<file path="src/rtl/gpke_pkg.sv">
package gpke_pkg;

   // Widths of the poll and of the button and direction words
   localparam int BUTTON_BITS    = 32;
   localparam int DIRECTION_BITS = 16;
   localparam int AXIS_W         = 16;
   localparam int SCALE_W        = 17;
   localparam int CSR_INDEX_W    = 3;
   localparam int CSR_DATA_W     = 17;

   // Axis handling limits
   localparam logic [2:0] DIR_AXES     = 3'd4;
   localparam logic [2:0] BALL_AXES    = 3'd6;
   localparam int         LEVEL_GAIN   = 127;
   localparam int         LEVEL_SHIFT  = 15;
   localparam int         MOVE_SHIFT   = 16;

   // Hat angles in hundredths of a degree
   localparam logic [15:0] HAT_FORWARD  = 16'd0;
   localparam logic [15:0] HAT_RIGHT    = 16'd9000;
   localparam logic [15:0] HAT_BACKWARD = 16'd18000;
   localparam logic [15:0] HAT_LEFT     = 16'd27000;

   // Register indexes on the csr port
   localparam logic [CSR_INDEX_W-1:0] CSR_BUTTON_COUNT = 3'd0;
   localparam logic [CSR_INDEX_W-1:0] CSR_AXIS_COUNT   = 3'd1;
   localparam logic [CSR_INDEX_W-1:0] CSR_HAT_PRESENT  = 3'd2;
   localparam logic [CSR_INDEX_W-1:0] CSR_X_AS_BUTTONS = 3'd3;
   localparam logic [CSR_INDEX_W-1:0] CSR_Y_AS_BUTTONS = 3'd4;
   localparam logic [CSR_INDEX_W-1:0] CSR_DEAD_ZONE    = 3'd5;
   localparam logic [CSR_INDEX_W-1:0] CSR_BALL_SCALE   = 3'd6;

   typedef enum logic [1:0] {
      EV_BUTTON    = 2'd0,
      EV_DIRECTION = 2'd1,
      EV_ANALOG    = 2'd2,
      EV_MOVE      = 2'd3
   } event_kind_type;

   typedef enum logic {
      MUL_LEVEL = 1'b0,
      MUL_MOVE  = 1'b1
   } mul_op_type;

   typedef struct packed {
      logic [31:0] buttons;
      logic [15:0] axis_x;
      logic [15:0] axis_y;
      logic [15:0] axis_z;
      logic [15:0] axis_r;
      logic [15:0] axis_u;
      logic [15:0] axis_v;
      logic [15:0] hat_angle;
   } req_type;

   typedef struct packed {
      event_kind_type     event_kind;
      logic [4:0]         key_index;
      logic               pressed;
      logic               axis_select;
      logic signed [7:0]  axis_level;
      logic signed [15:0] move_dx;
      logic signed [15:0] move_dy;
      logic               last;
   } rsp_type;

   // Sequencer to event queue
   typedef struct packed {
      logic push;
      logic flush;
   } evq_cmd_type;

   // Event queue to sequencer
   typedef struct packed {
      logic ready;
      logic pend_valid;
   } evq_stat_type;

   // Raw axis minus center, as a signed count
   function automatic logic signed [AXIS_W-1:0] centered(input logic [AXIS_W-1:0] raw);
      return {~raw[AXIS_W-1], raw[AXIS_W-2:0]};
   endfunction

endpackage

</file>
<file path="src/rtl/gpke_mul.sv">
module gpke_mul
   import gpke_pkg::*;
(
   input  logic                     clock,
   input  logic                     load,
   input  mul_op_type               op,
   input  logic signed [AXIS_W-1:0] axis,
   input  logic [SCALE_W-1:0]       scale,
   output logic signed [7:0]        level,
   output logic signed [15:0]       move
);

   localparam int PROD_W = AXIS_W + SCALE_W + 1;

   logic signed [SCALE_W:0]   gain;
   logic signed [PROD_W-1:0]  prod_in;
   logic signed [PROD_W-1:0]  prod_ff;
   logic signed [PROD_W-1:0]  lv_sum;
   logic signed [PROD_W-1:0]  lv_q;
   logic signed [PROD_W-1:0]  lv_neg;
   logic signed [PROD_W-1:0]  mv_sum;
   logic signed [PROD_W-1:0]  mv_q;

   // Pick the gain and multiply
   always_comb begin
      gain    = (op == MUL_LEVEL) ? (SCALE_W+1)'(LEVEL_GAIN) : $signed({1'b0, scale});
      prod_in = PROD_W'(axis) * PROD_W'(gain);
   end

   // Hold the product until the next load
   always_ff @(posedge clock) begin
      if (load) begin
         prod_ff <= prod_in;
      end
   end

   // Divide by a power of two, truncating toward zero, and negate the level
   always_comb begin
      lv_sum = prod_ff + (prod_ff[PROD_W-1] ? PROD_W'((1 << LEVEL_SHIFT) - 1) : '0);
      lv_q   = lv_sum >>> LEVEL_SHIFT;
      lv_neg = -lv_q;
      level  = lv_neg[7:0];

      mv_sum = prod_ff + (prod_ff[PROD_W-1] ? PROD_W'((1 << MOVE_SHIFT) - 1) : '0);
      mv_q   = mv_sum >>> MOVE_SHIFT;
      // Saturate to sixteen bits
      if (mv_q > PROD_W'(32767)) begin
         move = 16'sh7FFF;
      end else if (mv_q < -PROD_W'(32768)) begin
         move = 16'sh8000;
      end else begin
         move = mv_q[15:0];
      end
   end

endmodule

</file>
<file path="src/rtl/gpke_evq.sv">
module gpke_evq
   import gpke_pkg::*;
(
   input  logic         clock,
   input  logic         reset,
   input  evq_cmd_type  cmd,
   input  rsp_type      ev,
   output evq_stat_type stat,
   output logic         rsp_valid,
   input  logic         rsp_stall,
   output rsp_type      rsp_data
);

   logic    pend_valid_ff, pend_valid_in;
   rsp_type pend_ff, pend_in;
   logic    rsp_valid_ff, rsp_valid_in;
   rsp_type out_ff, out_in;
   logic    out_free;
   logic    ready;
   logic    load_out;

   // One event waits in pend so the final one can be marked last
   always_comb begin
      out_free      = !rsp_valid_ff || !rsp_stall;
      ready         = !pend_valid_ff || out_free;
      load_out      = ready && pend_valid_ff && (cmd.push || cmd.flush);
      rsp_valid_in  = load_out || (rsp_valid_ff && rsp_stall);
      out_in        = out_ff;
      if (load_out) begin
         out_in      = pend_ff;
         out_in.last = cmd.flush;
      end
      pend_valid_in = pend_valid_ff;
      pend_in       = pend_ff;
      if (ready && cmd.push) begin
         pend_valid_in = 1'b1;
         pend_in       = ev;
      end else if (ready && cmd.flush) begin
         pend_valid_in = 1'b0;
      end
      stat.ready      = ready;
      stat.pend_valid = pend_valid_ff;
   end

   always_ff @(posedge clock) begin
      if (reset) begin
         pend_valid_ff <= 1'b0;
         rsp_valid_ff  <= 1'b0;
      end else begin
         pend_valid_ff <= pend_valid_in;
         rsp_valid_ff  <= rsp_valid_in;
      end
      pend_ff <= pend_in;
      out_ff  <= out_in;
   end

   assign rsp_valid = rsp_valid_ff;
   assign rsp_data  = out_ff;

endmodule

</file>
<file path="src/rtl/gamepad_poll_to_key_events_unit.sv">
// Gamepad poll to key events.
// req channel: one poll per item (buttons, six raw axes, hat angle), valid/stall.
// rsp channel: one event per item, valid/stall; the last event of a poll has last set.
// A poll with no changes gives no event, but each analog axis gives an event on every poll.
// csr port: write csr_wdata to register csr_index while csr_we is high; the user must
// write only while idle, which the block itself does not enforce. A poll passes through
// the scan of the nb enabled buttons, the axes among the first four (each analog axis
// with a wait for the multiplier), the sixteen direction bits, the trackball steps when
// the axis count is six or more, and the flush. The scan visits one button or direction
// bit per cycle while the hold stage can take its event, and the analog level and
// trackball moves share one multiplier. req_stall stays high from acceptance until the
// last event has gone into the output register. Each event waits in a one-entry hold
// stage until the next event is found or the scan ends, then moves to the output
// register; while rsp_stall is high the scan waits on the next event found. Reset clears
// the previous button and direction words and loads the register defaults.
module gamepad_poll_to_key_events_unit
   import gpke_pkg::*;
(
   input  logic                   clock,
   input  logic                   reset,
   input  logic                   req_valid,
   output logic                   req_stall,
   input  req_type                req_data,
   output logic                   rsp_valid,
   input  logic                   rsp_stall,
   output rsp_type                rsp_data,
   input  logic                   csr_we,
   input  logic [CSR_INDEX_W-1:0] csr_index,
   input  logic [CSR_DATA_W-1:0]  csr_wdata
);

   localparam int BIDX_W = $clog2(BUTTON_BITS);
   localparam int DIDX_W = $clog2(DIRECTION_BITS);

   typedef enum logic [3:0] {
      S_IDLE, S_BTN, S_AXIS, S_AXWAIT, S_DIR, S_BALL_U, S_BALL_V, S_BALL_W, S_FLUSH
   } state_type;

   // Configuration registers
   logic [5:0]          button_count_ff;
   logic [2:0]          axis_count_ff;
   logic                hat_present_ff;
   logic                x_as_buttons_ff;
   logic                y_as_buttons_ff;
   logic [15:0]         dead_zone_ff;
   logic [SCALE_W-1:0]  ball_scale_ff;

   // Sequencer registers
   state_type                 state_ff, state_in;
   req_type                   req_ff, req_in;
   logic [BUTTON_BITS-1:0]    bdiff_ff, bdiff_in;
   logic [BUTTON_BITS-1:0]    bnow_ff, bnow_in;
   logic [31:0]               prev_buttons_ff, prev_buttons_in;
   logic [DIRECTION_BITS-1:0] ddiff_ff, ddiff_in;
   logic [DIRECTION_BITS-1:0] dnow_ff, dnow_in;
   logic [DIRECTION_BITS-1:0] prev_dirs_ff, prev_dirs_in;
   logic [7:0]                dirs_ff, dirs_in;
   logic [BIDX_W-1:0]         bidx_ff, bidx_in;
   logic [DIDX_W-1:0]         didx_ff, didx_in;
   logic [2:0]                ax_ff, ax_in;
   logic                      outside_ff, outside_in;
   logic signed [15:0]        dx_ff, dx_in;

   // Combinational helpers
   logic [5:0]                nb;
   logic [2:0]                axis_lim;
   logic                      ball_en;
   logic [15:0]               ax_raw;
   logic signed [AXIS_W-1:0]  c_cur;
   logic signed [AXIS_W+1:0]  c_ext;
   logic signed [AXIS_W+1:0]  dz_ext;
   logic                      below;
   logic                      above;
   logic                      analog;
   logic [3:0]                hat_bits;
   logic [DIRECTION_BITS-1:0] dfull;

   logic                      mul_load;
   mul_op_type                mul_op;
   logic signed [AXIS_W-1:0]  mul_axis;
   logic signed [7:0]         mul_level;
   logic signed [15:0]        mul_move;

   evq_cmd_type               cmd;
   evq_stat_type              evq_stat;
   rsp_type                   ev;

   // Write configuration registers
   always_ff @(posedge clock) begin
      if (reset) begin
         button_count_ff <= 6'd32;
         axis_count_ff   <= 3'd6;
         hat_present_ff  <= 1'b1;
         x_as_buttons_ff <= 1'b1;
         y_as_buttons_ff <= 1'b0;
         dead_zone_ff    <= 16'd4915;
         ball_scale_ff   <= 17'd1311;
      end else if (csr_we) begin
         unique case (csr_index)
            CSR_BUTTON_COUNT: button_count_ff <= csr_wdata[5:0];
            CSR_AXIS_COUNT:   axis_count_ff   <= csr_wdata[2:0];
            CSR_HAT_PRESENT:  hat_present_ff  <= csr_wdata[0];
            CSR_X_AS_BUTTONS: x_as_buttons_ff <= csr_wdata[0];
            CSR_Y_AS_BUTTONS: y_as_buttons_ff <= csr_wdata[0];
            CSR_DEAD_ZONE:    dead_zone_ff    <= csr_wdata[15:0];
            CSR_BALL_SCALE:   ball_scale_ff   <= csr_wdata[SCALE_W-1:0];
            default: ;
         endcase
      end
   end

   // Clamp counts, pick the current axis, compare it to the dead zone and build the direction word
   always_comb begin
      nb       = (button_count_ff > 6'(BUTTON_BITS)) ? 6'(BUTTON_BITS) : button_count_ff;
      axis_lim = (axis_count_ff > DIR_AXES) ? DIR_AXES : axis_count_ff;
      ball_en  = (axis_count_ff >= BALL_AXES);
      case (ax_ff[1:0])
         2'd0:    ax_raw = req_ff.axis_x;
         2'd1:    ax_raw = req_ff.axis_y;
         2'd2:    ax_raw = req_ff.axis_z;
         default: ax_raw = req_ff.axis_r;
      endcase
      c_cur    = centered(ax_raw);
      c_ext    = (AXIS_W+2)'(c_cur);
      dz_ext   = $signed({2'b00, dead_zone_ff});
      below    = c_ext < -dz_ext;
      above    = c_ext > dz_ext;
      analog   = ((ax_ff == 3'd0) && !x_as_buttons_ff) || ((ax_ff == 3'd1) && !y_as_buttons_ff);
      hat_bits[0] = hat_present_ff && (req_ff.hat_angle == HAT_FORWARD);
      hat_bits[1] = hat_present_ff && (req_ff.hat_angle == HAT_BACKWARD);
      hat_bits[2] = hat_present_ff && (req_ff.hat_angle == HAT_RIGHT);
      hat_bits[3] = hat_present_ff && (req_ff.hat_angle == HAT_LEFT);
      dfull    = {hat_bits, 4'b0000, dirs_ff};
   end

   // Sequence the scan of one poll
   always_comb begin
      state_in        = state_ff;
      req_in          = req_ff;
      bdiff_in        = bdiff_ff;
      bnow_in         = bnow_ff;
      prev_buttons_in = prev_buttons_ff;
      ddiff_in        = ddiff_ff;
      dnow_in         = dnow_ff;
      prev_dirs_in    = prev_dirs_ff;
      dirs_in         = dirs_ff;
      bidx_in         = bidx_ff;
      didx_in         = didx_ff;
      ax_in           = ax_ff;
      outside_in      = outside_ff;
      dx_in           = dx_ff;
      ev              = '0;
      cmd             = '0;
      mul_load        = 1'b0;
      mul_op          = MUL_LEVEL;
      mul_axis        = c_cur;

      unique case (state_ff)
         S_IDLE: begin
            if (req_valid) begin
               req_in          = req_data;
               bdiff_in        = req_data.buttons ^ prev_buttons_ff;
               bnow_in         = req_data.buttons;
               prev_buttons_in = req_data.buttons;
               bidx_in         = '0;
               ax_in           = '0;
               dirs_in         = '0;
               state_in        = (nb == 6'd0) ? S_AXIS : S_BTN;
            end
         end
         S_BTN: begin
            ev.event_kind = EV_BUTTON;
            ev.key_index  = 5'(bidx_ff);
            ev.pressed    = bnow_ff[bidx_ff];
            cmd.push      = bdiff_ff[bidx_ff];
            if (!cmd.push || evq_stat.ready) begin
               bidx_in = bidx_ff + BIDX_W'(1);
               if ({1'b0, bidx_ff} == nb - 6'd1) begin
                  state_in = S_AXIS;
               end
            end
         end
         S_AXIS: begin
            if (ax_ff < axis_lim) begin
               if (analog) begin
                  mul_load   = 1'b1;
                  outside_in = below || above;
                  state_in   = S_AXWAIT;
               end else begin
                  if (below) begin
                     dirs_in[{ax_ff[1:0], 1'b0}] = 1'b1;
                  end else if (above) begin
                     dirs_in[{ax_ff[1:0], 1'b1}] = 1'b1;
                  end
                  ax_in = ax_ff + 3'd1;
               end
            end else begin
               ddiff_in     = dfull ^ prev_dirs_ff;
               dnow_in      = dfull;
               prev_dirs_in = dfull;
               didx_in      = '0;
               state_in     = S_DIR;
            end
         end
         S_AXWAIT: begin
            ev.event_kind  = EV_ANALOG;
            ev.axis_select = ax_ff[0];
            ev.axis_level  = outside_ff ? mul_level : 8'sd0;
            cmd.push       = 1'b1;
            if (evq_stat.ready) begin
               ax_in    = ax_ff + 3'd1;
               state_in = S_AXIS;
            end
         end
         S_DIR: begin
            ev.event_kind = EV_DIRECTION;
            ev.key_index  = 5'(didx_ff);
            ev.pressed    = dnow_ff[didx_ff];
            cmd.push      = ddiff_ff[didx_ff];
            if (!cmd.push || evq_stat.ready) begin
               didx_in = didx_ff + DIDX_W'(1);
               if (didx_ff == DIDX_W'(DIRECTION_BITS - 1)) begin
                  state_in = ball_en ? S_BALL_U : S_FLUSH;
               end
            end
         end
         S_BALL_U: begin
            mul_load = 1'b1;
            mul_op   = MUL_MOVE;
            mul_axis = centered(req_ff.axis_u);
            state_in = S_BALL_V;
         end
         S_BALL_V: begin
            mul_load = 1'b1;
            mul_op   = MUL_MOVE;
            mul_axis = centered(req_ff.axis_v);
            dx_in    = mul_move;
            state_in = S_BALL_W;
         end
         S_BALL_W: begin
            ev.event_kind = EV_MOVE;
            ev.move_dx    = dx_ff;
            ev.move_dy    = mul_move;
            cmd.push      = (dx_ff != 16'sd0) || (mul_move != 16'sd0);
            if (!cmd.push || evq_stat.ready) begin
               state_in = S_FLUSH;
            end
         end
         S_FLUSH: begin
            cmd.flush = 1'b1;
            if (evq_stat.ready) begin
               state_in = S_IDLE;
            end
         end
         default: state_in = S_IDLE;
      endcase
   end

   // Hold sequencer state
   always_ff @(posedge clock) begin
      if (reset) begin
         state_ff        <= S_IDLE;
         prev_buttons_ff <= '0;
         prev_dirs_ff    <= '0;
      end else begin
         state_ff        <= state_in;
         prev_buttons_ff <= prev_buttons_in;
         prev_dirs_ff    <= prev_dirs_in;
      end
      req_ff     <= req_in;
      bdiff_ff   <= bdiff_in;
      bnow_ff    <= bnow_in;
      ddiff_ff   <= ddiff_in;
      dnow_ff    <= dnow_in;
      dirs_ff    <= dirs_in;
      bidx_ff    <= bidx_in;
      didx_ff    <= didx_in;
      ax_ff      <= ax_in;
      outside_ff <= outside_in;
      dx_ff      <= dx_in;
   end

   assign req_stall = (state_ff != S_IDLE);

   gpke_mul u_mul (
      .clock (clock),
      .load  (mul_load),
      .op    (mul_op),
      .axis  (mul_axis),
      .scale (ball_scale_ff),
      .level (mul_level),
      .move  (mul_move)
   );

   gpke_evq u_evq (
      .clock     (clock),
      .reset     (reset),
      .cmd       (cmd),
      .ev        (ev),
      .stat      (evq_stat),
      .rsp_valid (rsp_valid),
      .rsp_stall (rsp_stall),
      .rsp_data  (rsp_data)
   );

   // Every event of a poll has left the hold stage before the next poll
   a_idle_no_pending: assert property (@(posedge clock) disable iff (reset)
      (state_ff == S_IDLE) |-> !evq_stat.pend_valid)
      else $error("event still pending while idle");

   // The button scan stays within the enabled buttons
   a_btn_in_range: assert property (@(posedge clock) disable iff (reset)
      (state_ff == S_BTN) |-> ({1'b0, bidx_ff} < nb))
      else $error("button index beyond button count");

   // An accepted poll blocks the next one
   a_busy_after_accept: assert property (@(posedge clock) disable iff (reset)
      (req_valid && !req_stall) |=> req_stall)
      else $error("poll accepted back to back");

endmodule
</file>
<file path="config.mk">
export PLATFORM = sky130hd
export DESIGN_NAME = gamepad_poll_to_key_events_unit
export DESIGN_NICKNAME = d
export VERILOG_FILES = /design/src/rtl/gpke_pkg.sv /design/src/rtl/gpke_mul.sv /design/src/rtl/gpke_evq.sv /design/src/rtl/gamepad_poll_to_key_events_unit.sv
export SDC_FILE = /design/constraint.sdc
export NUM_CORES = 1
export LEC_CHECK = 0
export ABC_AREA = 1
export BUFFER_PORTS_ARGS = -buffer_cell sky130_fd_sc_hd__buf_4
export CAP_MARGIN = 20
export CORE_MARGIN = 2
export CORE_UTILIZATION = 44
export CTS_BUF_LIST = sky130_fd_sc_hd__clkbuf_8
export DETAILED_ROUTE_END_ITERATION = 8
export GPL_TIMING_DRIVEN = 0
export PLACE_DENSITY = 0.73
export SYNTH_ARGS = -nofsm -noshare
export SYNTH_HDL_FRONTEND = slang
export SYNTH_SLANG_ARGS = --single-unit
</file>
<file path="constraint.sdc">
create_clock -name clock -period 7.15 [get_ports clock]
set_input_delay 1.43 -clock clock [delete_from_list [all_inputs] [get_ports clock]]
set_output_delay 1.43 -clock clock [all_outputs]
set_load 0.05 [all_outputs]
</file>
==> results of run 1 <==
[state kept, by name (all words and copies together) (netlist names), 3 cells and up]
register	flops
ddiff_ff	12
bnow_ff	32
u_mul.prod_ff	34
axis_count_ff	3
prev_dirs_ff	12
u_evq.rsp_data	50
state_ff	4
button_count_ff	6
ax_ff	3
bdiff_ff	32
u_evq.pend_ff	49
didx_ff	4
prev_buttons_ff	32
dirs_ff	8
req_ff	112
bidx_ff	5
dnow_ff	12
dx_ff	16
ball_scale_ff	17
dead_zone_ff	16
[per-stage QoR]
stage / instances / utilization / setup WS, ns / instance area [um^2] / setup TNS, ns
finish: 4381 / 0.523 / 0.254 / 35000 / 0
CTS: 4350 / 0.514 / -0.0262 / 34400 / -0.0262
global route: 4381 / 0.523 / -0.0835 / 35000 / -0.136
global placement: 4200 / 0.484 / -1.49 / 32400 / -22.83
floorplan: 3107 / - / 0.00723 / 29700 / 0
detailed placement: 4204 / 0.486 / -1.54 / 32500 / -24.22
[worst max path at each step]
stage	startpoint	endpoint	slack, ns	cells after the start
detailed placement	state_ff[2]$_SDFFE_PP0P_	u_mul.prod_ff[28]$_DFFE_PP_	-1.54	31
global route	state_ff[2]$_SDFFE_PP0P_	u_mul.prod_ff[28]$_DFFE_PP_	-0.08	31
CTS	ax_ff[0]$_SDFFCE_PN0P_	u_mul.prod_ff[28]$_DFFE_PP_	-0.03	30
global placement	state_ff[2]$_SDFFE_PP0P_	u_mul.prod_ff[28]$_DFFE_PP_	-1.49	31
floorplan	ax_ff[0]$_SDFFCE_PN0P_	u_mul.prod_ff[28]$_DFFE_PP_	0.007	30
finish	state_ff[2]$_SDFFE_PP0P_	u_mul.prod_ff[31]$_DFFE_PP_	0.25	27
[layout make-up]
| cell class | instances | area share |
|---|---|---|
| plain buffers | 69 | 0.0115 |
| multi-input cells | 2017 | 0.423 |
| repair buffers | 266 | 0.0598 |
| clock buffers | 81 | 0.0318 |
| clock inverters | 60 | 0.0111 |
| inverters | 549 | 0.0596 |
| flip-flops and latches | 465 | 0.372 |
| well taps | 873 | 0.0312 |
| diodes | 1 | 0.0000714 |
[cell families (layout without fill, tap and decap cells)]
family / after synthesis / in the layout
DFF: 465 / 465
other: 0 / 1
adders and majority gates: 392 / 392
AOI/OAI and AO/OA: 434 / 434
and+or+nand+nor: 1096 / 1096
buffers and inverters: 625 / 1025
xor gates and xnor gates: 95 / 95
[worst reg2reg max path, stage by stage (launching register included)]
cell	delay (ns)
dfxtp_2	0.33
inv_2	0.07
nor2_4	0.05
buf_12	0.13
nand2_8	0.13
inv_2	0.10
nor2_4	0.36
buf_12	0.23
nor2_4	0.10
inv_1	0.25
nand2_1	0.13
fa_1	0.54
inv_1	0.05
fa_1	0.48
fa_2	0.60
fa_2	0.45
fa_1	0.54
inv_1	0.05
fa_1	0.53
inv_1	0.04
ha_1	0.39
a21oi_2	0.19
nor2_1	0.05
nor2_1	0.16
o21ai_0	0.12
a221oi_1	0.24
o21ai_0	0.16
xor2_1	0.16
[layout by cell type (no fill, tap or decap), drive strengths merged, types with 17 or more instances in the layout]
master and instances:
inv 569, nor2 476, nand2 470, edfxtp 370
buf 293, fa 208, o21ai 185, ha 184
a21oi 125, clkbuf 123, dfxtp 95, xor2 74
nand3 73, o22ai 42, clkinv 32, nor3 30
xnor2 21, a22o 21, nand4 18, o211ai 17
[per-layer routing]
layer / vias to the layer above / track usage / share of wire
li1: 10800 / - / -
met2: 852 / 0.357 / 0.47
met5: - / 0 / 0
met3: 169 / 0.0411 / 0.072
met4: 0 / 0.0812 / 0.033
met1: 10800 / 0.290 / 0.43
[timing repair]
action                     CTS  global route
buffers inserted            11            31
setup endpoints to repair   23            18
pin swaps                    6            23
gates resized for setup    103           116
==> flow_metrics.tcl, run 1 <==
set metrics [dict create \
    status "completed" \
    die_h_um 264 \
    min_period_ns 6.90 \
    track_usage 0.219 \
    yosys.cell_count.top_type "inv_1" \
    grt_start_max_net_pins 117 \
    synth.avg_cell_area_um2 9.54 \
    yosys.area_share.simple 0.151 \
    ioPinCount 221 \
    place_congestion 0.963 \
    async_reset_ff_frac 0 \
    critPathSlowestCell "fa_2" \
    ff2ff_path_depth 27 \
    worstMarginPinSlew_ns 0.960 \
    cp_max_fo 10 \
    core_area_mm2 0.0669 \
    timing.rr.end "u_mul.prod_ff[31]$_DFFE_PP_" \
    cts_hold_buf 0 \
    clk_path_buf_depth 3 \
    final_nets 4007 \
    whs_path_depth 0 \
    hpwlAfterDp_um 58400 \
    max_stage_delay_ns 0.60 \
    endpoint_kind "register" \
    drv_cap 0 \
    crit_buf_inv 8 \
    cts_root_buf "clkbuf_8" \
    rows 95 \
    worstPathRequired_ns 7.57 \
    yosys.area.top_type "edfxtp_1" \
    grt_pass1_vias 22700 \
    dieArea_mm2 0.0695 \
    synth_edf_count 370 \
    synthFlopType "edfxtp_1" \
    cts.sinks 465 \
    r2r_start "state_ff[2]$_SDFFE_PP0P_" \
    finalSetupViolCount 0 \
    synth.top_cell.area_share 0.375 \
    critPathKind "reg2reg" \
    cts_tree "done" \
    seq_area_frac_synth 0.439 \
    syn_inst 3107 \
    die_w_um 264 \
    dr.pass1.iters 7 \
    hold_viol 0 \
    multi_input_area_mm2 0.0148 \
    clock_latency_ns 0.68 \
    synth_adder_area_share 0.218 \
    drt_iter0_drc 2010 \
    synth_common_cells "541 x inv_1, 470 x nor2_1, 463 x nand2_1, 370 x edfxtp_1, 208 x fa_1" \
    hold_path.class "reg2reg" \
    path_delay_family "adder cells" \
    synth_area_mm2 0.0297 \
    whs_ns 0.413 \
    synth_compound_area_frac 0.0841 \
    synth_warnings 0 \
    slew_headroom 0.354 \
    finalWirelength_um 75600 \
    yosys-top-cells-area "edfxtp_1 37%, fa_1 14%, ha_1 7.8%" \
    avgRoutedWirePerCell_um 17.2 \
    cts_max_level 3 \
    ant_nets 0 \
    syn2layout_area_growth_pct 18.1 \
    maxSlewViolCount 0 \
    timing.fmax_mhz 145 \
    min_to "u_evq.rsp_data[7]$_DFFE_PP_" \
    dr_total_vias 22600 \
    remaining_drc_errors 0 \
    post-route-period-util 0.964 \
    synthMuxAreaShare 0 \
    ys_types 55 \
    synth-seq-cells 465 \
    hp-start "u_evq.pend_ff[7]$_SDFFCE_PN0P_" \
    startpoint_type "register" \
    finClkSkew_ns 0.0415 \
    synth_top_family_by_area "adder cells" \
    postSynthNetCount 3668 \
    port_buffers 220 \
    via_per_inst 5.16 \
    grt_overflow_total 0 \
    synth_xor_area_frac 0.0281 \
    reg2reg_slack_ns 0.25 \
    ff_latch_area_mm2 0.0130 \
    grt_pass1_wl_um 120000 \
    nFillCells 6061 \
    grt_antenna_before_repair 1 \
    cts-buffers-inserted 78 \
    initial_core_util 0.443 \
    cp.arrival_ns 7.31 \
    clk_pin_slew_ns 0.06 \
    drive_gt1_frac 0.151 \
]
Power of run 1 is left out: the tool's default activity adds up to more than one toggle a clock period on the data nets, which glitch-free logic cannot reach.
==> run 2: changes to the inputs <==
--- a/config.mk
+++ b/config.mk
@@ -14,6 +14,7 @@
 export DETAILED_ROUTE_END_ITERATION = 8
 export GPL_TIMING_DRIVEN = 0
 export PLACE_DENSITY = 0.73
+export RECOVER_POWER = 50
 export SYNTH_ARGS = -nofsm -noshare
 export SYNTH_HDL_FRONTEND = slang
 export SYNTH_SLANG_ARGS = --single-unit
==> run 2 against run 1 <==
- critical path depth rose by 2
- wire length is essentially flat
- hold slack is essentially flat
- clock skew down 0.0027 ns
==> flow_metrics.tcl, run 2 (synthesized netlist as in run 1, its figures left out) <==
set metrics [dict create \
    maxSlewViolCount 0 \
    core_area_mm2 0.0669 \
    r2r_start "state_ff[2]$_SDFFE_PP0P_" \
    path_common_cell "fa_1" \
    hp-start "u_evq.pend_ff[7]$_SDFFCE_PN0P_" \
    timing.fmax_mhz 145 \
    status "completed" \
    instances_no_fill 4381 \
    rows 95 \
    max_stage_delay_ns 0.56 \
    clk_pin_slew_ns 0.06 \
    reg2reg_slack_ns 0.26 \
    initial_core_util 0.443 \
    cts_hold_buf 0 \
    drv_cap 0 \
    die_h_um 264 \
    hpwlAfterDp_um 58400 \
    grt_overflow_total 0 \
    largest_reg_flops 112 \
    whs_path_depth 0 \
    slew_headroom 0.360 \
    remaining_drc_errors 0 \
    path_delay_family "adder cells" \
    final_nets 4007 \
    clk_path_buf_depth 3 \
    finalSetupTns_ns 0 \
    clock_latency_ns 0.68 \
    grt_antenna_before_repair 1 \
    via_per_inst 5.16 \
    die_w_um 264 \
    grt_pass1_wl_um 120000 \
    endpoint_kind "register" \
    timing.rr.end "u_mul.prod_ff[33]$_DFFE_PP_" \
    min_to "u_evq.rsp_data[7]$_DFFE_PP_" \
    finalWirelength_um 75600 \
    cp_max_fo 8 \
    hold_viol 0 \
    final_cell_mix "550 x inv_1, 456 x nand2_1, 448 x nor2_1" \
    cts_root_buf "clkbuf_8" \
    worstPathRequired_ns 7.57 \
    dieArea_mm2 0.0695 \
    place_inst 4204 \
    worstMarginPinSlew_ns 0.951 \
    cts_tree "done" \
    cts.sinks 465 \
    post-route-period-util 0.963 \
    fin_ws_ns 0.261 \
    dp_slack_ns -1.54 \
    grt_pass1_vias 22700 \
    final_common_cell "inv_1" \
    place_congestion 0.963 \
    finalSetupViolCount 0 \
    ioPinCount 221 \
    syn2layout_area_growth_pct 17.7 \
    grt_start_max_net_pins 117 \
    dr_total_vias 22600 \
    whs_ns 0.413 \
    ant_nets 0 \
    critPathSlowestCell "fa_1" \
    cts-buffers-inserted 78 \
    finClkSkew_ns 0.0388 \
    port_buffers 220 \
    drt_iter0_drc 1978 \
    crit_buf_inv 9 \
    regMostFlops "req_ff" \
    drive_gt1_frac 0.142 \
    critPathKind "reg2reg" \
    track_usage 0.219 \
    min_period_ns 6.89 \
    startpoint_type "register" \
    ff2ff_path_depth 29 \
    cts_max_level 3 \
    cp.arrival_ns 7.30 \
    crit_start "state_ff[2]$_SDFFE_PP0P_" \
    avgRoutedWirePerCell_um 17.3 \
    hold_path.class "reg2reg" \
    dr.pass1.iters 6 \
]
==> run 2: through the flow <==
stage          instance area (um^2)   util
2_1_floorplan                 29700      -
3_3_place_gp                  32400  0.484
3_5_place_dp                  32500  0.486
4_1_cts                       34400  0.514
5_1_grt                       34900  0.522
6_report                      34900  0.522
==> run 2: timing repair <==
action,CTS,global route
resized for setup,103,116
setup buffers,11,31
pin swaps,6,23
setup endpoints to repair,23,18
==> run 2: per-layer routing <==
layer,vias up,part of all wire,GRT usage
met4,0,0.034,0.0812
met5,-,0,0
li1,10800,-,-
met1,10700,0.43,0.290
met3,179,0.076,0.0411
met2,896,0.46,0.357
==> run 2: worst max-delay path by stage <==
stage	cells past startpoint	end
floorplan	30	u_mul.prod_ff[28]$_DFFE_PP_
global placement	31	u_mul.prod_ff[28]$_DFFE_PP_
detailed placement	31	u_mul.prod_ff[28]$_DFFE_PP_
CTS	30	u_mul.prod_ff[28]$_DFFE_PP_
global route	31	u_mul.prod_ff[28]$_DFFE_PP_
finish	29	u_mul.prod_ff[33]$_DFFE_PP_
==> run 2: area by class of cell <==
type | instances | area, um^2
Antenna cell | 1 | 2.50
Buffer | 69 | 402
Clock buffer | 81 | 1110
Clock inverter | 60 | 389
Fill cell | 6096 | 32000
Inverter | 549 | 2090
Multi-Input combinational cell | 2017 | 14800
Sequential cell | 465 | 13000
Tap cell | 873 | 1090
Timing Repair Buffer | 266 | 1970
Power of run 2 is left out for the same reason.
